$ cat src/rtl/cpd_pkg.sv
`timescale 1ns / 1ps
// ----------------------------------------------------------------------------
// cpd_pkg: shared types and constants of the checked packet deframer
// Transfer types on both channels, item kind and status codes, and the
// frame layout constants.
// ----------------------------------------------------------------------------
package cpd_pkg;

  // Frame layout
  localparam int unsigned POS_W      = 9;    // byte position counter width
  localparam int unsigned HDR_BYTES  = 5;    // dest, src, id, type, length
  localparam int unsigned HDR_IDX_W  = 3;    // index into the header bytes
  localparam int unsigned LEN_IDX    = 4;    // header byte holding the length
  localparam int unsigned MIN_LAST   = 6;    // lowest legal index of the final byte
  localparam int unsigned POS_TOP    = 510;  // position saturates here, toggling parity

  // Kind of an output transfer
  typedef enum logic {
    KIND_PAYLOAD = 1'b0,
    KIND_REPORT  = 1'b1
  } kind_e;

  // Frame completion status
  typedef enum logic [1:0] {
    STATUS_OK      = 2'd0,
    STATUS_BAD_SUM = 2'd1,
    STATUS_SHORT   = 2'd2
  } status_e;

  // Input transfer payload
  typedef struct packed {
    logic [7:0] rx_byte;
    logic       end_of_frame;
  } in_t;

  // Output transfer payload
  typedef struct packed {
    kind_e      item_kind;
    logic [7:0] payload_value;
    logic [7:0] frame_dest;
    logic [7:0] frame_src;
    logic [7:0] frame_id;
    logic [7:0] frame_type;
    logic [7:0] frame_length;
    status_e    frame_status;
  } out_t;

  // Registered input byte handed to the core
  typedef struct packed {
    logic valid;
    in_t  data;
  } in_stage_t;

  // Result of one byte, as presented to the output register
  typedef struct packed {
    logic valid;
    out_t data;
  } res_stage_t;

endpackage

$ cat src/rtl/checked_packet_deframer_top.sv
`timescale 1ns / 1ps
// ----------------------------------------------------------------------------
// checked_packet_deframer_top: byte-stream frame deframer with checksum check
// Usage:
//   Input channel (in_valid_i / in_ready_o / in_data_i) takes one frame byte
//   per transfer, end_of_frame set on the final byte. Bytes 0..4 are header
//   (dest, src, id, type, length); the following length bytes come out as
//   payload transfers; the last two bytes are a big-endian checksum.
//   Output channel (out_valid_o / out_ready_i / out_data_o) gives a payload
//   transfer per payload byte and one completion report per frame, with the
//   header and a status: ok, checksum mismatch, or short frame.
//   Each byte passes the input register, then the output register, before
//   its result raises out_valid_o. Throughput: one byte per cycle while the
//   receiver takes results. Reset clears position, checksum, delay bytes,
//   header and the valid flags of both registers.
//   When the receiver stalls, the held result stays in the output register;
//   one more byte waits in the input register, then in_ready_o drops.
// ----------------------------------------------------------------------------
module checked_packet_deframer_top (
  input  logic          clk_i,
  input  logic          rst_ni,
  input  logic          in_valid_i,
  output logic          in_ready_o,
  input  cpd_pkg::in_t  in_data_i,
  output logic          out_valid_o,
  input  logic          out_ready_i,
  output cpd_pkg::out_t out_data_o
);
  import cpd_pkg::*;

  in_stage_t  stage;
  res_stage_t res;
  logic       advance;

  // Core consumes the held byte when the output register can take a result
  assign advance = stage.valid && (!out_valid_o || out_ready_i);

  cpd_in_reg u_in_reg (
    .clk_i      (clk_i),
    .rst_ni     (rst_ni),
    .in_valid_i (in_valid_i),
    .in_ready_o (in_ready_o),
    .in_data_i  (in_data_i),
    .advance_i  (advance),
    .stage_o    (stage)
  );

  cpd_core u_core (
    .clk_i     (clk_i),
    .rst_ni    (rst_ni),
    .stage_i   (stage),
    .advance_i (advance),
    .res_o     (res)
  );

  cpd_out_reg u_out_reg (
    .clk_i       (clk_i),
    .rst_ni      (rst_ni),
    .res_i       (res),
    .advance_i   (advance),
    .out_valid_o (out_valid_o),
    .out_ready_i (out_ready_i),
    .out_data_o  (out_data_o)
  );

endmodule

$ cat src/rtl/cpd_in_reg.sv
`timescale 1ns / 1ps
// ----------------------------------------------------------------------------
// cpd_in_reg: input register stage
// Captures one byte per cycle while free; the core consumes it on advance.
// ----------------------------------------------------------------------------
module cpd_in_reg (
  input  logic              clk_i,
  input  logic              rst_ni,
  input  logic              in_valid_i,
  output logic              in_ready_o,
  input  cpd_pkg::in_t      in_data_i,
  input  logic              advance_i,
  output cpd_pkg::in_stage_t stage_o
);
  import cpd_pkg::*;

  logic valid_q, valid_d;
  in_t  data_q;

  // Free when empty or when the held byte is consumed this cycle
  assign in_ready_o = !valid_q || advance_i;

  always_comb begin
    valid_d = valid_q;
    if (in_ready_o) begin
      valid_d = in_valid_i;
    end
  end

  always_ff @(posedge clk_i or negedge rst_ni) begin
    if (!rst_ni) begin
      valid_q <= 1'b0;
    end else begin
      valid_q <= valid_d;
    end
  end

  // Payload register, no reset
  always_ff @(posedge clk_i) begin
    if (in_ready_o && in_valid_i) begin
      data_q <= in_data_i;
    end
  end

  assign stage_o.valid = valid_q;
  assign stage_o.data  = data_q;

endmodule

$ cat src/rtl/cpd_core.sv
`timescale 1ns / 1ps
// ----------------------------------------------------------------------------
// cpd_core: frame state and per-byte deframing logic
// Tracks byte position, header bytes and the ones'-complement checksum, and
// forms the payload or completion result for the registered byte.
// ----------------------------------------------------------------------------
module cpd_core (
  input  logic                clk_i,
  input  logic                rst_ni,
  input  cpd_pkg::in_stage_t  stage_i,
  input  logic                advance_i,
  output cpd_pkg::res_stage_t res_o
);
  import cpd_pkg::*;

  logic [POS_W-1:0] pos_q, pos_d;
  logic [15:0]      sum_q, sum_d;
  logic [7:0]       dly_q [2];
  logic [7:0]       dly_d [2];
  logic [7:0]       hdr_q [HDR_BYTES];
  logic [7:0]       hdr_d [HDR_BYTES];

  logic [7:0]  cur_byte;
  logic        cur_last;
  logic [15:0] add_word;
  logic [16:0] sum_t1;
  logic [15:0] sum_1;
  logic [15:0] sum_a;
  logic [15:0] corr_word;
  logic [16:0] sum_t2;
  logic [15:0] sum_2;
  logic [15:0] sum_f;
  logic        do_corr;
  logic [15:0] rx_sum;
  logic        pos_short;
  logic        pos_in_hdr;
  logic [POS_W-1:0] pay_idx;
  logic        is_payload;
  status_e     status;

  assign cur_byte = stage_i.data.rx_byte;
  assign cur_last = stage_i.data.end_of_frame;

  // Byte two back is data: add it as high byte at even index, low at odd
  assign add_word = pos_q[0] ? {8'h00, dly_q[1]} : {dly_q[1], 8'h00};
  assign sum_t1   = {1'b0, sum_q} + {1'b0, add_word};
  assign sum_1    = sum_t1[15:0] + {15'd0, sum_t1[16]};
  assign sum_a    = (pos_q >= POS_W'(2)) ? sum_1 : sum_q;

  // Unpaired trailing byte: take back the high-byte add, keep it as low byte
  assign do_corr   = !pos_q[0] && (dly_q[1] != 8'h00);
  assign corr_word = 16'hFFFF - ({dly_q[1], 8'h00} - {8'h00, dly_q[1]});
  assign sum_t2    = {1'b0, sum_a} + {1'b0, corr_word};
  assign sum_2     = sum_t2[15:0] + {15'd0, sum_t2[16]};
  assign sum_f     = do_corr ? sum_2 : sum_a;

  // Received checksum, big-endian
  assign rx_sum    = {dly_q[0], cur_byte};

  assign pos_short  = pos_q < POS_W'(MIN_LAST);
  assign pos_in_hdr = pos_q < POS_W'(HDR_BYTES);
  assign pay_idx    = pos_q - POS_W'(HDR_BYTES);
  assign is_payload = !pos_in_hdr && (pos_q < POS_W'(POS_TOP))
                      && (pay_idx < {1'b0, hdr_q[LEN_IDX]});

  // Header capture including the current byte
  always_comb begin
    for (int i = 0; i < HDR_BYTES; i++) begin
      hdr_d[i] = hdr_q[i];
    end
    if (pos_in_hdr) begin
      hdr_d[pos_q[HDR_IDX_W-1:0]] = cur_byte;
    end
  end

  // Completion status
  always_comb begin
    if (pos_short) begin
      status = STATUS_SHORT;
    end else if (~sum_f == rx_sum) begin
      status = STATUS_OK;
    end else begin
      status = STATUS_BAD_SUM;
    end
  end

  // Result for the registered byte
  always_comb begin
    res_o.data = '0;
    res_o.valid = stage_i.valid && (cur_last || is_payload);
    if (cur_last) begin
      res_o.data.item_kind    = KIND_REPORT;
      res_o.data.frame_dest   = hdr_d[0];
      res_o.data.frame_src    = hdr_d[1];
      res_o.data.frame_id     = hdr_d[2];
      res_o.data.frame_type   = hdr_d[3];
      res_o.data.frame_length = hdr_d[4];
      res_o.data.frame_status = status;
    end else begin
      res_o.data.item_kind     = KIND_PAYLOAD;
      res_o.data.payload_value = cur_byte;
    end
  end

  // Next position: count up, then toggle between the top two values
  always_comb begin
    if (pos_q < POS_W'(POS_TOP)) begin
      pos_d = pos_q + POS_W'(1);
    end else begin
      pos_d = pos_q ^ POS_W'(1);
    end
  end

  assign sum_d    = sum_a;
  assign dly_d[0] = cur_byte;
  assign dly_d[1] = dly_q[0];

  // Frame state; cleared after each completion report
  always_ff @(posedge clk_i or negedge rst_ni) begin
    if (!rst_ni) begin
      pos_q <= '0;
      sum_q <= '0;
      for (int i = 0; i < 2; i++) begin
        dly_q[i] <= '0;
      end
      for (int i = 0; i < HDR_BYTES; i++) begin
        hdr_q[i] <= '0;
      end
    end else if (advance_i) begin
      if (cur_last) begin
        pos_q <= '0;
        sum_q <= '0;
        for (int i = 0; i < 2; i++) begin
          dly_q[i] <= '0;
        end
        for (int i = 0; i < HDR_BYTES; i++) begin
          hdr_q[i] <= '0;
        end
      end else begin
        pos_q <= pos_d;
        sum_q <= sum_d;
        for (int i = 0; i < 2; i++) begin
          dly_q[i] <= dly_d[i];
        end
        for (int i = 0; i < HDR_BYTES; i++) begin
          hdr_q[i] <= hdr_d[i];
        end
      end
    end
  end

  // A completion report restarts the frame
  a_report_clears: assert property (@(posedge clk_i) disable iff (!rst_ni)
    (advance_i && cur_last) |=> (pos_q == '0 && sum_q == '0))
    else $error("position or sum not cleared after report");

  // Position saturates toggling between the top two values
  a_pos_saturates: assert property (@(posedge clk_i) disable iff (!rst_ni)
    (advance_i && !cur_last && pos_q >= POS_W'(POS_TOP)) |=> (pos_q[POS_W-1:1] == '1))
    else $error("byte position left its saturation range");

  // Payload only after the header and before saturation
  a_payload_window: assert property (@(posedge clk_i) disable iff (!rst_ni)
    (res_o.valid && res_o.data.item_kind == KIND_PAYLOAD)
      |-> (pos_q >= POS_W'(HDR_BYTES) && pos_q < POS_W'(POS_TOP)))
    else $error("payload result outside payload window");

  // Short status only for frames ending early
  a_short_status: assert property (@(posedge clk_i) disable iff (!rst_ni)
    (res_o.valid && res_o.data.item_kind == KIND_REPORT
      && res_o.data.frame_status == STATUS_SHORT) |-> pos_short)
    else $error("short status on a full-size frame");

endmodule

$ cat src/rtl/cpd_out_reg.sv
`timescale 1ns / 1ps
// ----------------------------------------------------------------------------
// cpd_out_reg: output result register
// Holds one result transfer until the receiver takes it.
// ----------------------------------------------------------------------------
module cpd_out_reg (
  input  logic                clk_i,
  input  logic                rst_ni,
  input  cpd_pkg::res_stage_t res_i,
  input  logic                advance_i,
  output logic                out_valid_o,
  input  logic                out_ready_i,
  output cpd_pkg::out_t       out_data_o
);
  import cpd_pkg::*;

  logic valid_q, valid_d;
  out_t data_q;
  logic load;

  assign load = advance_i && res_i.valid;

  always_comb begin
    valid_d = valid_q;
    if (load) begin
      valid_d = 1'b1;
    end else if (out_ready_i) begin
      valid_d = 1'b0;
    end
  end

  always_ff @(posedge clk_i or negedge rst_ni) begin
    if (!rst_ni) begin
      valid_q <= 1'b0;
    end else begin
      valid_q <= valid_d;
    end
  end

  always_ff @(posedge clk_i) begin
    if (load) begin
      data_q <= res_i.data;
    end
  end

  assign out_valid_o = valid_q;
  assign out_data_o  = data_q;

endmodule

$ cat config.mk
export PLATFORM = sky130hd
export DESIGN_NAME = checked_packet_deframer_top
export DESIGN_NICKNAME = d
export VERILOG_FILES = /design/src/rtl/cpd_pkg.sv /design/src/rtl/checked_packet_deframer_top.sv /design/src/rtl/cpd_in_reg.sv /design/src/rtl/cpd_core.sv /design/src/rtl/cpd_out_reg.sv
export SDC_FILE = /design/constraint.sdc
export NUM_CORES = 1
export LEC_CHECK = 0
export BUFFER_PORTS_ARGS = -buffer_cell sky130_fd_sc_hd__buf_4
export CORE_MARGIN = 4
export CORE_UTILIZATION = 50
export CTS_CLUSTER_SIZE = 10
export DETAILED_ROUTE_END_ITERATION = 10
export PLACE_DENSITY = 0.72
export SETUP_SLACK_MARGIN = 0.1
export SLEW_MARGIN = 20
export SYNTH_ARGS = -nofsm -noshare
export SYNTH_HDL_FRONTEND = slang
export SYNTH_SLANG_ARGS = --single-unit
$ cat constraint.sdc
create_clock -name clk_i -period 17.8 [get_ports clk_i]
set_clock_uncertainty 0.05 [all_clocks]
set_input_delay 1.78 -clock clk_i [delete_from_list [all_inputs] [get_ports clk_i]]
set_output_delay 1.78 -clock clk_i [all_outputs]
set_load 0.01 [all_outputs]
Word level (Yosys, flattened, before mapping)
Index checks and enable logic that the tools add are counted.
W data, S select, Z words.
{ "word_totals": {"word_cells": 80, "input_bits": 13, "reg_bits": 143} }
{ "op_classes": {"n_bitwise": 4, "n_mux": 17, "n_addsub": 8, "eq_ne": 1, "n_reduce_logical": 20, "magnitude_cmp": 7} }
{ "ops": {"columns": ["cell", "n"], "rows": [
  ["$mux W16", 5],
  ["$mux W40", 2],
  ["$bwmux W40", 1],
  ["$add A16 B16 Y17", 2],
  ["$add A16 B1 Y16", 2],
  ["$demux W8 S3", 1],
  ["$lt A9 B3 Y1 const B", 2],
  ["$mux W9", 2],
  ["$eq A16 B16 Y1", 1],
  ["$not A16 Y16", 1],
  ["$sub A16 B16 Y16 const A", 1],
  ["$sub A16 B8 Y16", 1],
  ["$add A9 B1 Y9 const B", 1],
  ["$ge A9 B2 Y1 const B", 1],
  ["$lt A9 B8 Y1", 1],
  ["$lt A9 B9 Y1 const B", 1],
  ["$sub A9 B3 Y9 const B", 1],
  ["$logic_and A1 B1 Y1", 8],
  ["$mux W8", 1],
  ["$reduce_bool A8 Y1", 1],
  ["$ge A4 B4 Y1 const B", 1],
  ["$logic_not A1 Y1", 4],
  ["$lt A4 B1 Y1 const B", 1],
  ["$mux W1", 4],
  ["7 further kinds", 11]
]} }

Depth between registers and ports, before layout
Gate-level depths: netlist of run 1.
{ "logic_depth": {"ltp_word": 11, "ltp_mapped": 43, "depth_no_buf": 41} }

Hierarchy
Synthesis of run 1 repeated with hierarchy kept, for this count alone.
{ "hier_totals": {"cells_unflattened": 1106, "area_unflattened_um2": 10127.2} }
{ "by_module_without_submodules": {"columns": ["mod", "cells_each", "area_each_um2", "instances"], "rows": [
  ["cpd_core", 1035, 8207.9, 1],
  ["cpd_out_reg", 55, 1576.5, 1],
  ["cpd_in_reg", 14, 331.6, 1],
  ["checked_packet_deframer_top", 2, 11.3, 1]
]} }

Worst setup path after synthesis of run 1
OpenSTA, ideal clock, no wires.
{ "synth_path": {"path_type": "register to register", "from": "register u_core.pos_q[0]", "to": "register u_out_reg.data_q (netlist bit u_out_reg.out_data_o[0]) (data pin)", "stages_incl_launch_ff": 40, "path_buffers": 4, "setup_slack_ns": 9.443, "setup_time_ns": 0.269, "arrival_ns": 8.038, "required_time_ns": 17.481, "path_cell_list": "dfrtp_1 clkbuf_1 clkbuf_1 clkbuf_1 and2_1 ha_1 nor2b_1 o2111a_1 or3_1 a41o_1 a21oi_1 nor2b_1 o21ai_0 nand2b_1 ha_1 and3_1 clkbuf_1 nand4_1 [... 4 more ...] a221oi_2 o21ai_0 a2111oi_0 or3_1 nor2b_1 o21ai_0 nand2b_1 ha_1 ha_1 xor2_1 nand3_1 a2bb2oi_1 a211o_1 or4_1 nor4_1 nand4_1 nor4_1 a31oi_1"} }
{ "synth_between": {"elab_chain_len": 10} }
{ "synth_lines": {"columns": ["element", "line", "text"], "rows": [
  ["from (decl)", "cpd_core.sv:16", "logic [POS_W-1:0] pos_q, pos_d;"],
  ["from (signal assigned)", "cpd_core.sv:140", "pos_q <= pos_d;"],
  ["$mux W16", "cpd_core.sv:45", "assign add_word = pos_q[0] ? {8'h00, dly_q[1]} : {dly_q[1], 8'h00};"],
  ["$add A16 B16 Y17", "cpd_core.sv:46", "assign sum_t1 = {1'b0, sum_q} + {1'b0, add_word};"],
  ["$add A16 B1 Y16", "cpd_core.sv:47", "assign sum_1 = sum_t1[15:0] + {15'd0, sum_t1[16]};"],
  ["$mux W16", "cpd_core.sv:48", "assign sum_a = (pos_q >= POS_W'(2)) ? sum_1 : sum_q;"],
  ["$add A16 B16 Y17", "cpd_core.sv:53", "assign sum_t2 = {1'b0, sum_a} + {1'b0, corr_word};"],
  ["$add A16 B1 Y16", "cpd_core.sv:54", "assign sum_2 = sum_t2[15:0] + {15'd0, sum_t2[16]};"],
  ["$mux W16", "cpd_core.sv:55", "assign sum_f = do_corr ? sum_2 : sum_a;"],
  ["$not A16 Y16", "cpd_core.sv:80", "end else if (~sum_f == rx_sum) begin"],
  ["$eq A16 B16 Y1", "cpd_core.sv:80", null],
  ["$mux W1", "cpd_core.sv:80", null],
  ["to (signal assigned)", "cpd_out_reg.sv:42", "data_q <= res_i.data;"],
  ["to (decl)", "cpd_out_reg.sv:18", "out_t data_q;"]
]} }
Several ways; a longest one is shown, not always the timed one.
A chain may end at the register's enable or synchronous reset.

Final worst setup path of run 1
Ends and elaborated chain as after synthesis.

==> results.md, run 1 <==
* Status: finished, final reports clean
* CP max-delay cell: dfrtp_1
* Setup_tns at 0 ps
* Final hold vios at 0
* Area grow syn2layout at 12.9%
* Top_reg_cell synth: dfrtp_1
* Total core area at 19000 sq um
* Number of flops mapped to enable cells by yosys at 60
* F_max at 108 MHz
* Count of cell types in the netlist at 90
* Hold_buf cts at 0
* Worst Path Max Fanout at 27
* H-tree Lvls at 4
* Leak at 4.70 nW
* Clock slew at reported path FFs at 70 ps
* Post-CTS Setup Inserts at 0
* CP max stage delay at 800 ps
* R2r endpoint: u_out_reg.out_data_o[0]
* Largest net degree at the start of global routing at 77
* Worst slew pin tran at 985 ps
* Initial antenna violation count at 0
* Vias per inst at 6.14
* Number of diodes at 0
* Power Total at 1.69 mW
* Worst reg2reg path startpoint: u_core.pos_q[0]
* Share of cells above drive strength 1 at 0.127
* Critical Path Sink: u_out_reg.out_data_o[0]
* Synthesis Warnings at 0
* Nets@finish at 1146
* Clk_lat worst skew at 430 ps
* Max clock buf depth at 2
* Placed cells at 1325
* CTS resizes at 0
* Vias at 8337
* RSZ-0062 raised after global routing: false
* Global-route usage over all layers at 0.248
* CTS sink cnt at 143
* Congestion Overflow GR at 0
* Drt total wl at 27000 um
* Root Driver: clkbuf_16
* Drt first pass iters at 5
* First-pass GRT wire length at 42900 um
* Rows at 50
* Iter 0 DRT Violations at 820
* Count of final setup violators at 0
* Final instance area at 11000 sq um
* Layout Utilization at 0.580
* Syn Inst Count at 1050
* Worst Setup Slack, final at 8560 ps
* CP most frequent cell: ha_1
* Starting Density at 0.514
* Synth Cell Area at 9750 sq um
* Max-cap violations at 0
* Syn Area/Cell at 9.28 sq um
* Fin crit share at 0.519
* Die area at 21800 sq um
* Startpoint Class: register
* Crit path arrival time at 9360 ps
* Non-Filler Instances at 1357
* Hold WS at 435 ps
* Required @ worst endpoint at 17920 ps
* Die Y at 148 um
* Fraction of registers with async set or reset after synthesis at 0.580
* Routed len/inst at 19.9 um
* Final antenna-violating net count at 0
* Worst rel slew slack at 0.343
* Register area share after synthesis at 0.398
* Worst hold-check path type: reg2reg
* Hpwl dp at 19500 um
* Crit path from: u_core.pos_q[0]
* Remaining DRCs at 0
* Peak VDD IR at 0.0757 mV
* FF-to-FF setup slack at 8560 ps
* Syn nets at 1112
* Final Max Slew Viols at 0
* RD Place Congestion at 0.934
* Buffers on Ports at 65
* Post-Place Setup Slack at 8770 ps
* Worst Hold Depth at 2
* CTS tree: done
* Post-layout min period at 9240 ps
* Vias in the first global route at 7804
* CTS buffer count at 17
* CP Class: reg2reg
* Dpl cell area at 10400 sq um
* CP endpoint kind: register
* Power per standard cell area at 154 nW/um^2
* Worst Reg-to-Reg Cells at 39
* Die W at 148 um
* Register bit count reported by yosys at 143
* Io pins at 66
cell usage after synthesis, types with 14 or more instances:
library cell	number	area, sq um
ha_1	47	588
mux2i_1	25	250
xnor2_1	38	333
xor2_1	19	166
nor2b_1	31	194
nor2_1	63	236
nor3_1	14	70.1
o21ai_0	65	325
edfxtp_1	60	1800
a21oi_1	38	190
inv_1	47	176
a22o_1	37	324
a21boi_0	24	180
nand2b_1	19	119
dfrtp_1	83	2080
and3_1	17	106
nand3_1	26	130
nand2_1	132	495
clkbuf_1	47	176
area by class of cell:
cell class / instances / area (sq um)
sequential: 143 / 3880
fill: 1643 / 7960
tap: 260 / 325
clock inverter: 14 / 171
clock buffer: 18 / 429
timing repair buffer: 72 / 541
multi-input combinational: 803 / 5480
inverter: 47 / 176
flip-flops by register name, summed over array words and instances (netlist names):
register / flops
u_in_reg.stage_o: 9
u_in_reg.valid_q: 1
u_core.dly_q: 8
u_out_reg.out_valid_o: 1
u_core.pos_q: 9
u_core.sum_q: 16
u_core.hdr_q: 40
u_core.dly_d: 8
u_out_reg.out_data_o: 51
worst max-delay path: cells and delay by family, from the launching register on:
| family | cells | cell delay, ps |
|---|---|---|
| fa+ha+maj | 7 | 1870 |
| compound gates | 13 | 2950 |
| xor+xnor | 2 | 350 |
| buf+inv | 2 | 340 |
| flops | 1 | 800 |
| simple gates | 15 | 2620 |
worst min path at each step:
stage                      from          endpoint  slack [ps]
2_1_floorplan  u_core.hdr_q[10]  u_core.hdr_q[10]         400
3_3_place_gp   u_core.hdr_q[15]  u_core.hdr_q[15]         420
3_5_place_dp   u_core.hdr_q[39]  u_core.hdr_q[39]         420
4_1_cts        u_core.hdr_q[39]  u_core.hdr_q[39]         440
5_1_grt        u_core.hdr_q[25]  u_core.hdr_q[25]         460
6_report       u_core.hdr_q[39]  u_core.hdr_q[39]         440
routing by layer:
| metal | up-vias | routed length (um) | global-route usage |
|---|---|---|---|
| met3 | 40 | 1890 | 0.0438 |
| li1 | 3914 | - | - |
| met1 | 4043 | 12500 | 0.363 |
| met5 | - | 0 | 0 |
| met2 | 340 | 12100 | 0.382 |
| met4 | 0 | 497 | 0.0680 |
placed cells by master, fill, tap and decap left out, types with 12 or more instances in the layout:
cell and instances:
nand2_1 132, dfrtp_1 83, buf_4 72, o21ai_0 65, nor2_1 62, edfxtp_1 60
inv_1 47, ha_1 47, xnor2_1 38, a21oi_1 38, a22o_1 37, nor2b_1 31
nand3_1 26, mux2i_1 25, a21boi_0 24, xor2_1 19, nand2b_1 19, and3_1 17
clkbuf_16 17, nor3_1 14, and2_1 13, a211oi_1 12
power breakdown:
| part | switching, mW | leakage (nW) | internal (mW) |
|---|---|---|---|
| combinational | 0.523 | 2.70 | 0.360 |
| clock | 0.157 | 0.292 | 0.213 |
| sequential | 0.0492 | 1.70 | 0.387 |
logic make-up (layout without fill, tap and decap cells):
logic type                 Yosys count  count (layout)  synth area share
AOI/OAI and AO/OA                  284             284             0.206
xor gates and xnor gates            61              61            0.0592
adders and majority gates           49              49            0.0644
buffers and inverters              104             151            0.0412
DFF                                143             143             0.398
muxes                               28              28            0.0291
and+or+nand+nor                    381             381             0.202
Note: power is estimated with default switching activity, not from simulation.
==> inputs of run 2 (changes only) <==
- clock period: 17.8 -> 9.1 ns (I/O delays scaled with it)
==> run 2 against run 1 <==
  * Via count increased by 0.70%
  * Critical path type unchanged
  * Critical endpoint unchanged
  * Die area unchanged
  * Utilization increased by 0.62 points
  * Count of clock-buffer cells in the layout decreased by 1
  * Clock power increased by 95%
==> results.md, run 2 (synthesis results as in run 1) <==
* Die W at 148 um (unchanged)
* Count of final setup violators at 0 (unchanged)
* Final Max Slew Viols at 0 (unchanged)
* Critical path's top delay family: simple AND/OR/NAND/NOR gates (was compound AO/OA/AOI/OAI gates)
* M1 wire length at 12800 um (was 12500 um)
* Max clock buf depth at 2 (unchanged)
* Share of cells above drive strength 1 at 0.145 (was 0.127)
* Worst Reg-to-Reg Cells at 38 (was 39)
* Vias per inst at 6.14 (about the same)
* Worst reg2reg path startpoint: u_core.dly_q[0] (was u_core.pos_q[0])
* Most common cell after layout, fill and taps aside: nand2_1 (unchanged)
* Setup_tns at 0 ps (unchanged)
* DR top layer: met4 (unchanged)
* Leak at 4.74 nW (was 4.70 nW)
* Initial antenna violation count at 0 (unchanged)
* Final hold vios at 0 (unchanged)
* Worst rel slew slack at 0.371 (was 0.343)
* Crit path arrival time at 8540 ps (was 9360 ps)
* CP max stage delay at 500 ps (was 800 ps)
* Root Driver: clkbuf_16 (unchanged)
* Commonest non-fill, non-tap cells in the layout: nand2_1, buf_4, dfrtp_1 (was nand2_1, dfrtp_1, buf_4)
* CP most frequent cell: ha_1 (unchanged)
* Max-cap violations at 0 (unchanged)
* Io pins at 66 (unchanged)
* Post-layout min period at 8430 ps (was 9240 ps)
* Final antenna-violating net count at 0 (unchanged)
* Largest net degree at the start of global routing at 77 (unchanged)
* Status: finished, final reports clean (unchanged)
* Hpwl dp at 20200 um (was 19500 um)
* H-tree Lvls at 4 (unchanged)
* First-pass GRT wire length at 44800 um (was 42900 um)
* Startpoint Class: register (unchanged)
* Global-route usage over all layers at 0.263 (was 0.248)
* CP Class: reg2reg (unchanged)
* Routed len/inst at 20.8 um (was 19.9 um)
* Layout Utilization at 0.587 (was 0.580)
* Post-Place Setup Slack at 414 ps (was 8770 ps)
* CTS tree: done (unchanged)
* F_max at 119 MHz (was 108 MHz)
* Starting Density at 0.514 (unchanged)
* Nets@finish at 1157 (was 1146)
* CTS buffer count at 17 (unchanged)
* Required @ worst endpoint at 9210 ps (was 17920 ps)
* Fillers at 1611 (was 1643)
* Congestion Overflow GR at 0 (unchanged)
* Fin crit share at 0.927 (was 0.519)
* Peak VDD IR at 0.173 mV (was 0.0757 mV)
* CP max-delay cell: or4_1 (was dfrtp_1)
* Remaining DRCs at 0 (unchanged)
* RD Place Congestion at 0.999 (was 0.934)
* Area of the multi-input gates at 5520 sq um (was 5480 sq um)
* Iter 0 DRT Violations at 889 (was 820)
* RSZ-0062 raised after global routing: false (unchanged)
* Clk_lat worst skew at 430 ps (about the same)
* Vias at 8395 (was 8337)
* Drt total wl at 28400 um (was 27000 um)
* Number of diodes at 0 (unchanged)
* Clock slew at reported path FFs at 70 ps (about the same)
* Worst hold-check path type: in2async (was reg2reg)
* R2r endpoint: u_out_reg.out_data_o[0] (unchanged)
* Crit path buf inv count at 2 (unchanged)
* Power per standard cell area at 303 nW/um^2 (was 154 nW/um^2)
* Met3 Routed Length at 2620 um (was 1890 um)
* Reg area at 3880 sq um (about the same)
* Buffers on Ports at 65 (unchanged)
* Vias in the first global route at 7685 (was 7804)
* Routed length on met2 at 12600 um (was 12100 um)
* Area grow syn2layout at 14.1% (was 12.9%)
* CP endpoint kind: register (unchanged)
* Die Y at 148 um (unchanged)
* Worst Path Max Fanout at 7 (was 27)
* Total core area at 19000 sq um (unchanged)
* FF-to-FF setup slack at 670 ps (was 8560 ps)
* Worst slew pin tran at 942 ps (was 985 ps)
* Die area at 21800 sq um (unchanged)
* Rows at 50 (unchanged)
* Worst Setup Slack, final at 668 ps (was 8560 ps)
* CTS sink cnt at 143 (unchanged)
* Drt first pass iters at 5 (unchanged)
* Max FFs per register at 51 (unchanged)
[run 2: worst max path at each step]
stage / from / depth (start not counted) / end / slack [ps]
finish: u_core.dly_q[0] / 38 / u_out_reg.out_data_o[0] / 670
floorplan: u_core.pos_q[0] / 39 / u_out_reg.out_data_o[0] / 740
global route: u_core.dly_q[0] / 38 / u_out_reg.out_data_o[0] / 150
CTS: u_core.pos_q[0] / 40 / u_out_reg.out_data_o[0] / 360
detailed placement: u_core.pos_q[0] / 40 / u_out_reg.out_data_o[0] / 410
global placement: u_core.pos_q[0] / 40 / u_out_reg.out_data_o[0] / 620
[run 2: through the flow]
stage | std cells | total power, mW | cell area [sq um] | hold slack (ps)
global placement | 1333 | 2.57 | 10500 | 416
global route | 1368 | 3.58 | 11100 | 408
CTS | 1365 | 3.31 | 11100 | 389
detailed placement | 1333 | 2.58 | 10500 | 424
finish | 1368 | 3.37 | 11100 | 383
floorplan | 1050 | 2.16 | 9750 | 400
[run 2: worst reg2reg max path: cells and delay by family (launching register included)]
kind / cells / cell delay, ps
buffers and inverters: 2 / 220
XOR/XNOR: 1 / 160
flip-flops: 1 / 450
AND/OR/NAND/NOR: 18 / 3390
adder cells (fa/ha/maj): 6 / 1520
AO/OA/AOI/OAI: 11 / 2380
[run 2: what timing repair did]
| action | in CTS | in global routing |
|---|---|---|
| gates resized for setup | 0 | 14 |
| hold buffers | 0 | 0 |
| setup buffers | 0 | 3 |
| setup endpoints to repair | 0 | 1 |
[run 2: cell type report]
| class | count | share of cell area |
|---|---|---|
| clock buffers | 17 | 0.0383 |
| well taps | 260 | 0.0293 |
| flip-flops and latches | 143 | 0.349 |
| repair buffers | 83 | 0.0558 |
| clock inverters | 15 | 0.0155 |
| multi-input cells | 803 | 0.496 |
| inverters | 47 | 0.0159 |
[run 2: metal layers]
metal  vias up  GRT usage
li1       3931          -
met1      4005      0.395
met2       417      0.388
met3        42     0.0592
met4         0     0.0573
met5         -          0
[run 2: where the power goes]
part	internal, mW	total (mW)	switching, mW
Sequential	0.758	0.851	0.0936
Clock	0.414	0.723	0.310
Combinational	0.731	1.80	1.07
